$ cat src/design/nec_tx_pkg.sv
// Shared types, constants and helpers of the NEC infrared frame transmitter.
package nec_tx_pkg;

  localparam int FRAME_BITS  = 32;
  localparam int BITS_W      = $clog2(FRAME_BITS + 1);
  localparam int BUTTON_BITS = 5;
  localparam int APB_ADDR_W  = 5;
  localparam int APB_DATA_W  = 32;

  // Request codes carried in the mode field.
  localparam logic [1:0] MODE_TICK  = 2'd0;
  localparam logic [1:0] MODE_SEND  = 2'd1;
  localparam logic [1:0] MODE_CLEAR = 2'd2;

  // Register indexes (byte address divided by four).
  localparam logic [2:0] REG_DEVICE_ADDRESS     = 3'd0;
  localparam logic [2:0] REG_MARK_LEVEL         = 3'd1;
  localparam logic [2:0] REG_REVERSE_BITS       = 3'd2;
  localparam logic [2:0] REG_SWAP_BYTES         = 3'd3;
  localparam logic [2:0] REG_UNIT_TICKS         = 3'd4;
  localparam logic [2:0] REG_TRAILING_GAP_UNITS = 3'd5;

  // Segment lengths in base units.
  localparam logic [7:0] LEAD_MARK_UNITS  = 8'd16;
  localparam logic [7:0] LEAD_SPACE_UNITS = 8'd8;
  localparam logic [7:0] REP_SPACE_UNITS  = 8'd4;
  localparam logic [7:0] BIT_MARK_UNITS   = 8'd1;
  localparam logic [7:0] ZERO_SPACE_UNITS = 8'd1;
  localparam logic [7:0] ONE_SPACE_UNITS  = 8'd3;
  localparam logic [7:0] STOP_MARK_UNITS  = 8'd1;

  typedef enum logic [3:0] {
    PH_IDLE       = 4'd0,
    PH_LEAD_MARK  = 4'd1,
    PH_LEAD_SPACE = 4'd2,
    PH_REP_SPACE  = 4'd3,
    PH_BIT_MARK   = 4'd4,
    PH_BIT_SPACE  = 4'd5,
    PH_STOP_MARK  = 4'd6,
    PH_GAP        = 4'd7
  } phase_t;

  typedef struct packed {
    logic [1:0]             mode;
    logic [BUTTON_BITS-1:0] button;
    logic [7:0]             command;
  } in_item_t;

  typedef struct packed {
    logic line_level;
    logic busy_res;
    logic dropped;
  } out_item_t;

  typedef struct packed {
    logic [7:0]  device_address;
    logic        mark_level;
    logic        reverse_bits;
    logic        swap_bytes;
    logic [15:0] unit_ticks;
    logic [7:0]  trailing_gap_units;
  } cfg_t;

  function automatic logic [7:0] rev8(input logic [7:0] b);
    logic [7:0] r;
    for (int i = 0; i < 8; i++) begin
      r[7-i] = b[i];
    end
    return r;
  endfunction

endpackage

$ cat src/design/nec_tx_regs.sv
// APB register file holding the transmitter configuration.
module nec_tx_regs
  import nec_tx_pkg::*;
(
  input  logic                  clk,
  input  logic                  rst,
  input  logic                  psel,
  input  logic                  penable,
  input  logic                  pwrite,
  input  logic [APB_ADDR_W-1:0] paddr,
  input  logic [APB_DATA_W-1:0] pwdata,
  output logic [APB_DATA_W-1:0] prdata,
  output cfg_t                  cfg
);

  logic [2:0] reg_index;
  logic       wr_en;

  assign reg_index = paddr[4:2];
  assign wr_en     = psel && penable && pwrite;

  always_ff @(posedge clk) begin
    if (rst) begin
      cfg.device_address     <= 8'd0;
      cfg.mark_level         <= 1'b1;
      cfg.reverse_bits       <= 1'b0;
      cfg.swap_bytes         <= 1'b0;
      cfg.unit_ticks         <= 16'd563;
      cfg.trailing_gap_units <= 8'd71;
    end else if (wr_en) begin
      unique case (reg_index)
        REG_DEVICE_ADDRESS:     cfg.device_address     <= pwdata[7:0];
        REG_MARK_LEVEL:         cfg.mark_level         <= pwdata[0];
        REG_REVERSE_BITS:       cfg.reverse_bits       <= pwdata[0];
        REG_SWAP_BYTES:         cfg.swap_bytes         <= pwdata[0];
        REG_UNIT_TICKS:         cfg.unit_ticks         <= pwdata[15:0];
        REG_TRAILING_GAP_UNITS: cfg.trailing_gap_units <= pwdata[7:0];
        default: ;
      endcase
    end
  end

  always_comb begin
    unique case (reg_index)
      REG_DEVICE_ADDRESS:     prdata = APB_DATA_W'(cfg.device_address);
      REG_MARK_LEVEL:         prdata = APB_DATA_W'(cfg.mark_level);
      REG_REVERSE_BITS:       prdata = APB_DATA_W'(cfg.reverse_bits);
      REG_SWAP_BYTES:         prdata = APB_DATA_W'(cfg.swap_bytes);
      REG_UNIT_TICKS:         prdata = APB_DATA_W'(cfg.unit_ticks);
      REG_TRAILING_GAP_UNITS: prdata = APB_DATA_W'(cfg.trailing_gap_units);
      default:                prdata = '0;
    endcase
  end

endmodule

$ cat src/design/nec_tx_engine.sv
// Frame sequencer: holds the line state and advances it by one item per step.
module nec_tx_engine
  import nec_tx_pkg::*;
#(
  parameter int UNIT_COUNTER_BITS = 16
) (
  input  logic      clk,
  input  logic      rst,
  input  logic      step,
  input  in_item_t  item,
  input  cfg_t      cfg,
  output out_item_t result
);

  localparam int CMP_W = (UNIT_COUNTER_BITS > 16) ? UNIT_COUNTER_BITS : 16;

  phase_t                       phase, phase_next;
  logic [UNIT_COUNTER_BITS-1:0] unit_counter, unit_counter_next, cnt_inc;
  logic [7:0]                   units_left, units_left_next, units_dec;
  logic [FRAME_BITS-1:0]        frame_shift, frame_shift_next, frame_word;
  logic [BITS_W-1:0]            bits_left, bits_left_next, bits_dec;
  logic [BUTTON_BITS-1:0]       last_button, last_button_next;
  logic                         last_valid, last_valid_next;
  logic                         drop;
  logic [15:0]                  limit;
  logic                         unit_done;

  // Outcome of finishing the current segment.
  phase_t                       seg_phase;
  logic [7:0]                   seg_units;
  logic [FRAME_BITS-1:0]        seg_shift;
  logic [BITS_W-1:0]            seg_bits;

  logic [7:0] b0, b1, b2, b3, a, c;

  always_comb begin
    a = cfg.device_address;
    c = item.command;
    b0 = a;
    b1 = ~a;
    b2 = c;
    b3 = ~c;
    // Byte swap takes precedence and always sends the bytes unreversed.
    if (cfg.swap_bytes) begin
      b0 = ~c;
      b1 = c;
      b2 = ~a;
      b3 = a;
    end else if (cfg.reverse_bits) begin
      b0 = rev8(a);
      b1 = rev8(~a);
      b2 = rev8(c);
      b3 = rev8(~c);
    end
    frame_word = {b0, b1, b2, b3};
  end

  assign limit     = (cfg.unit_ticks == 16'd0) ? 16'd1 : cfg.unit_ticks;
  assign cnt_inc   = unit_counter + 1'b1;
  assign units_dec = units_left - 1'b1;
  assign bits_dec  = bits_left - 1'b1;
  assign unit_done = CMP_W'(cnt_inc) >= CMP_W'(limit);

  always_comb begin
    seg_shift = frame_shift;
    seg_bits  = bits_left;
    unique case (phase)
      PH_LEAD_MARK: begin
        if (bits_left == '0) begin
          seg_phase = PH_REP_SPACE;
          seg_units = REP_SPACE_UNITS;
        end else begin
          seg_phase = PH_LEAD_SPACE;
          seg_units = LEAD_SPACE_UNITS;
        end
      end
      PH_LEAD_SPACE: begin
        seg_phase = PH_BIT_MARK;
        seg_units = BIT_MARK_UNITS;
      end
      PH_REP_SPACE: begin
        seg_phase = PH_STOP_MARK;
        seg_units = STOP_MARK_UNITS;
      end
      PH_BIT_MARK: begin
        seg_phase = PH_BIT_SPACE;
        seg_units = frame_shift[FRAME_BITS-1] ? ONE_SPACE_UNITS : ZERO_SPACE_UNITS;
      end
      PH_BIT_SPACE: begin
        seg_shift = {frame_shift[FRAME_BITS-2:0], 1'b0};
        seg_bits  = bits_dec;
        if (bits_dec == '0) begin
          seg_phase = PH_STOP_MARK;
          seg_units = STOP_MARK_UNITS;
        end else begin
          seg_phase = PH_BIT_MARK;
          seg_units = BIT_MARK_UNITS;
        end
      end
      PH_STOP_MARK: begin
        seg_phase = (cfg.trailing_gap_units == 8'd0) ? PH_IDLE : PH_GAP;
        seg_units = cfg.trailing_gap_units;
      end
      default: begin
        seg_phase = PH_IDLE;
        seg_units = 8'd0;
        seg_shift = '0;
        seg_bits  = '0;
      end
    endcase
  end

  // Next state.
  always_comb begin
    phase_next        = phase;
    unit_counter_next = unit_counter;
    units_left_next   = units_left;
    frame_shift_next  = frame_shift;
    bits_left_next    = bits_left;
    last_button_next  = last_button;
    last_valid_next   = last_valid;
    drop              = 1'b0;
    if (step) begin
      unique case (item.mode)
        MODE_TICK: begin
          if (phase != PH_IDLE) begin
            if (unit_done) begin
              unit_counter_next = '0;
              units_left_next   = units_dec;
              if (units_dec == 8'd0) begin
                phase_next       = seg_phase;
                units_left_next  = seg_units;
                frame_shift_next = seg_shift;
                bits_left_next   = seg_bits;
              end
            end else begin
              unit_counter_next = cnt_inc;
            end
          end
        end
        MODE_SEND: begin
          if (phase != PH_IDLE) begin
            drop = 1'b1;
          end else begin
            phase_next        = PH_LEAD_MARK;
            units_left_next   = LEAD_MARK_UNITS;
            unit_counter_next = '0;
            if (last_valid && item.button == last_button) begin
              frame_shift_next = '0;
              bits_left_next   = '0;
            end else begin
              frame_shift_next = frame_word;
              bits_left_next   = BITS_W'(FRAME_BITS);
              last_button_next = item.button;
              last_valid_next  = 1'b1;
            end
          end
        end
        MODE_CLEAR: last_valid_next = 1'b0;
        default: ;
      endcase
    end
  end

  // Result of this item, taken from the state after it.
  always_comb begin
    logic mark;
    mark = (phase_next == PH_LEAD_MARK) || (phase_next == PH_BIT_MARK) ||
           (phase_next == PH_STOP_MARK);
    result.line_level = mark ? cfg.mark_level : ~cfg.mark_level;
    result.busy_res   = (phase_next != PH_IDLE);
    result.dropped    = drop;
  end

  always_ff @(posedge clk) begin
    if (rst) begin
      phase        <= PH_IDLE;
      unit_counter <= '0;
      units_left   <= '0;
      frame_shift  <= '0;
      bits_left    <= '0;
      last_button  <= '0;
      last_valid   <= 1'b0;
    end else begin
      phase        <= phase_next;
      unit_counter <= unit_counter_next;
      units_left   <= units_left_next;
      frame_shift  <= frame_shift_next;
      bits_left    <= bits_left_next;
      last_button  <= last_button_next;
      last_valid   <= last_valid_next;
    end
  end

endmodule

$ cat src/design/nec_ir_frame_transmitter.sv
// Top level of the NEC infrared frame transmitter.
//
// Each input item is one time tick (mode 0), a send request for a button
// (mode 1) or a clear of the remembered button (mode 2). Every item yields
// exactly one result item: the line level, the busy flag and a flag that a
// send request was refused because a frame was still going out.
// Both channels use valid/stall; an item moves on a rising edge with valid
// high and stall low.
// An accepted item is held in the input register; once the output register
// is free, its result is computed against the sequencer state and loaded
// into the output register, which raises out_valid. One item per cycle is
// sustained while the receiver does not stall.
// While the receiver stalls, the result holds and one more item is still
// taken into the input register; after that in_stall follows out_stall.
// The user writes configuration over the APB port only while the block is
// idle (not enforced). Synchronous reset empties both registers, returns
// the line to idle with no remembered button, and loads register defaults.
module nec_ir_frame_transmitter
  import nec_tx_pkg::*;
#(
  parameter int UNIT_COUNTER_BITS = 16
) (
  input  logic                  clk,
  input  logic                  rst,
  input  logic                  in_valid,
  output logic                  in_stall,
  input  in_item_t              in_item,
  output logic                  out_valid,
  input  logic                  out_stall,
  output out_item_t             out_item,
  input  logic                  psel,
  input  logic                  penable,
  input  logic                  pwrite,
  input  logic [APB_ADDR_W-1:0] paddr,
  input  logic [APB_DATA_W-1:0] pwdata,
  output logic [APB_DATA_W-1:0] prdata,
  output logic                  pready
);

  cfg_t      cfg;
  in_item_t  item_q;
  logic      item_valid;
  logic      out_free;
  logic      step;
  out_item_t result;

  assign pready   = 1'b1;
  assign out_free = !out_valid || !out_stall;
  assign step     = item_valid && out_free;
  assign in_stall = item_valid && !out_free;

  nec_tx_regs u_regs (
    .clk     (clk),
    .rst     (rst),
    .psel    (psel),
    .penable (penable),
    .pwrite  (pwrite),
    .paddr   (paddr),
    .pwdata  (pwdata),
    .prdata  (prdata),
    .cfg     (cfg)
  );

  nec_tx_engine #(
    .UNIT_COUNTER_BITS (UNIT_COUNTER_BITS)
  ) u_engine (
    .clk    (clk),
    .rst    (rst),
    .step   (step),
    .item   (item_q),
    .cfg    (cfg),
    .result (result)
  );

  always_ff @(posedge clk) begin
    if (rst) begin
      item_valid <= 1'b0;
    end else if (!in_stall) begin
      item_valid <= in_valid;
    end
  end

  always_ff @(posedge clk) begin
    if (!in_stall && in_valid) begin
      item_q <= in_item;
    end
  end

  always_ff @(posedge clk) begin
    if (rst) begin
      out_valid <= 1'b0;
    end else if (out_free) begin
      out_valid <= step;
    end
  end

  always_ff @(posedge clk) begin
    if (step) begin
      out_item <= result;
    end
  end

endmodule

$ cat config.mk
export PLATFORM = sky130hd
export DESIGN_NAME = nec_ir_frame_transmitter
export DESIGN_NICKNAME = d
export VERILOG_FILES = /design/src/design/nec_tx_pkg.sv /design/src/design/nec_tx_regs.sv /design/src/design/nec_tx_engine.sv /design/src/design/nec_ir_frame_transmitter.sv
export SDC_FILE = /design/constraint.sdc
export NUM_CORES = 1
export LEC_CHECK = 0
export BUFFER_PORTS_ARGS = -buffer_cell sky130_fd_sc_hd__buf_4
export CAP_MARGIN = 10
export CORE_MARGIN = 4
export CORE_UTILIZATION = 60
export DETAILED_ROUTE_END_ITERATION = 16
export GPL_TIMING_DRIVEN = 0
export HOLD_SLACK_MARGIN = 0.1
export PLACE_DENSITY_LB_ADDON = 0.15
export SYNTH_ARGS = -nofsm -noshare
export SYNTH_HDL_FRONTEND = slang
export SYNTH_SLANG_ARGS = --single-unit
$ cat constraint.sdc
create_clock -name clk -period 7.27 [get_ports clk]
set_clock_uncertainty 0.05 [all_clocks]
set_input_delay 0.727 -clock clk [delete_from_list [all_inputs] [get_ports clk]]
set_output_delay 0.727 -clock clk [all_outputs]
set_load 0.01 [all_outputs]
==> results_dict.tcl <==
set metrics [dict create \
    drt.antenna.violating_nets 0 \
    cts_max_path_buffers 2 \
    grt_remaining_overflow 0 \
    syn_inst 856 \
    die_area_um2 13400 \
    n_antenna_cell 0 \
    fin_crit_ns 4.81 \
    coreArea_um2 11400 \
    start_util 0.611 \
    post-route-drc-count 0 \
    final_common_cell "nor2_1" \
    grt_pass1_vias 6153 \
    p_leak_uw 0.00322 \
    drt_pre_antenna_iters 5 \
    synth-edff-count 18 \
    hpwl_mm 14.6 \
    synthFlopType "dfxtp_1" \
    gp_congestion 0.920 \
    num_rows 39 \
    fmax_mhz 208 \
    crit_chain "ha_1, and3_1, and3_1, clkbuf_1, and3_1, and3_1, nand3_1, xnor2_1, ha_1, nand2_1, o21ai_0, a21oi_1, nand3_1, nor4_2, buf_2, nand3b_1, a21oi_1" \
    path_class "flop to flop" \
    yosys.area.top_type_share 0.313 \
    holdWs_ns 0.430 \
    drtIter0Drc 677 \
    clockRootBuffer "clkbuf_16" \
    routedWlPerCell_um 17.7 \
    crit_fanout 10 \
    status "completed" \
    synthTopCellsByArea "dfxtp_1 (31%), edfxtp_1 (7.7%), nor2_1 (6.9%)" \
    grt_pass1_wl_mm 30.5 \
    rsz0062_at_grt "no" \
    yosysSeqAreaShare 0.390 \
    routed_wl_mm 19.5 \
    hold_viol_final 0 \
    layout-drive-gt1-share 0.135 \
    track_usage 0.293 \
    clock_latency_ns 0.42 \
    cpMostUsedCell "and3_1" \
    area.growth.synth_to_final_pct 17.6 \
    syn-cell-area_um2 6980 \
    required_ns 7.56 \
    synth_area_per_cell_um2 8.15 \
    worstMarginPinSlew_ns 1.18 \
    synth_cell_types 61 \
    ys_async_sr_fraction 0 \
    maxCapViolCount 0 \
    worstSetupStartpointType "flop" \
    post_cts_buffers 0 \
    cts_tree "done" \
    portBuffers 59 \
    relSlewSlack 0.212 \
    cts.clk_slew.worst_paths_ns 0.06 \
    synth_top_area_cell "dfxtp_1" \
    cpPeakStageDelay_ns 0.61 \
    grt_max_degree 17 \
    die_height_um 116 \
    final.setup.worst_slack_ns 2.46 \
    fin_nets 1033 \
    via_per_inst 6.03 \
    finalSetupTns_ns 0 \
    cts_sinks 127 \
    fp.dieW_um 116 \
    slew_violations 0 \
    critPathSlowestCell "nor4_2" \
    mostFrequentLayoutCells "nor2_1 (129), dfxtp_1 (109), buf_4 (79)" \
    postCtsHoldBufs 0 \
    hold_class "input port to flop" \
    ctsResizeCount 0 \
    setup_viol 0 \
    grt_antenna_before_repair 0 \
    peakVddDrop_uv 206 \
    yosysWarnings 0 \
    p_per_area_nw_per_um2 203 \
    min_period_over_period 0.661 \
    ys_ff_latch 127 \
    cts-buffers-inserted 17 \
    worst-endpoint-arrival_ns 5.10 \
    dp_worst_setup_slack_ns 2.60 \
    cts_max_level 4 \
    dr_total_vias 6661 \
    pin_count 97 \
    end_kind "flop" \
]
## layout make-up
cell class	instances	area [um2]
multi-input combinational	637	3820
clock buffer	18	429
clock inverter	14	120
tap	143	179
inverter	35	131
sequential	127	2720
buffer	72	358
fill	927	3210
timing repair buffer	59	443
## path summary, 6_finish.rpt
path,from,end,slack (ns),cells past startpoint
max,u_engine.unit_counter[0]$_SDFFE_PP0P_,u_engine.unit_counter[10]$_SDFFE_PP0P_,2.46,17
max reg2reg,u_engine.unit_counter[0]$_SDFFE_PP0P_,u_engine.unit_counter[10]$_SDFFE_PP0P_,2.46,17
min reg2reg,u_regs.cfg[16]$_SDFFE_PP0P_,u_regs.cfg[16]$_SDFFE_PP0P_,0.43,2
min,in_item[12],item_q[12]$_DFFE_PP_,0.43,1
## synth_stat cells, drive strengths merged (5+ instances only)
master  instances
a211o           8
a211oi         32
a21oi          74
a221oi         18
a22oi          11
and3            9
buf            34
clkbuf         38
dfxtp         109
edfxtp         18
ha             25
inv            34
mux2i          22
nand2          61
nand2b          5
nand3          16
nand3b          8
nand4           6
nor2          129
nor2b          23
nor3           61
nor4           13
o21ai          35
xnor2          12
xor2           13
## cells by family (layout without fill, tap and decap cells)
kind of cell | Yosys count | in the layout | share of synthesized area
and+or+nand+nor | 344 | 344 | 0.235
buffers and inverters | 107 | 198 | 0.0701
other | 2 | 17 | 0.00108
adders and majority gates | 25 | 25 | 0.0448
DFF | 127 | 127 | 0.390
xor gates and xnor gates | 25 | 25 | 0.0314
AOI/OAI and AO/OA | 202 | 202 | 0.191
muxes | 24 | 24 | 0.0364
## stage by stage
stage / std cells / instance area (um2) / total power [uW] / utilization
global placement: 1073 / 7660 / 881 / 0.671
detailed placement: 1073 / 7660 / 885 / 0.671
global route: 1105 / 8210 / 1720 / 0.719
finish: 1105 / 8210 / 1670 / 0.719
CTS: 1105 / 8210 / 1670 / 0.719
floorplan: 871 / 7030 / 833 / -
## metal layers
metal | share of wire | routed length (um) | vias to the layer above | global-route usage
met5 | 0 | 0 | - | 0
li1 | - | - | 3205 | -
met2 | 0.47 | 9180 | 312 | 0.468
met4 | 0.023 | 457 | 0 | 0.115
met1 | 0.43 | 8310 | 3100 | 0.387
met3 | 0.080 | 1570 | 44 | 0.0684
## registers in the layout, indices dropped and copies added (netlist names)
register	count
out_valid	1
u_regs.cfg	35
u_engine.bits_left	6
u_engine.units_left	8
u_engine.last_button	5
u_engine.unit_counter	16
u_engine.last_valid	1
item_q	15
u_engine.frame_shift	32
u_engine.phase	4
out_item	3
item_valid	1
## power breakdown
group	internal, uW	switching (uW)
logic	53.8	81.3
registers	728	10.7
clock network	467	328
## worst max-delay path: cells and delay by family (launching register included)
kind,cells,cell delay [ns]
AOI/OAI and AO/OA,3,0.82
xor gates and xnor gates,1,0.21
adders and majority gates,2,0.53
buffers and inverters,2,0.54
DFF,1,0.40
and+or+nand+nor,9,2.17
Note: power is estimated with default switching activity, not from simulation.
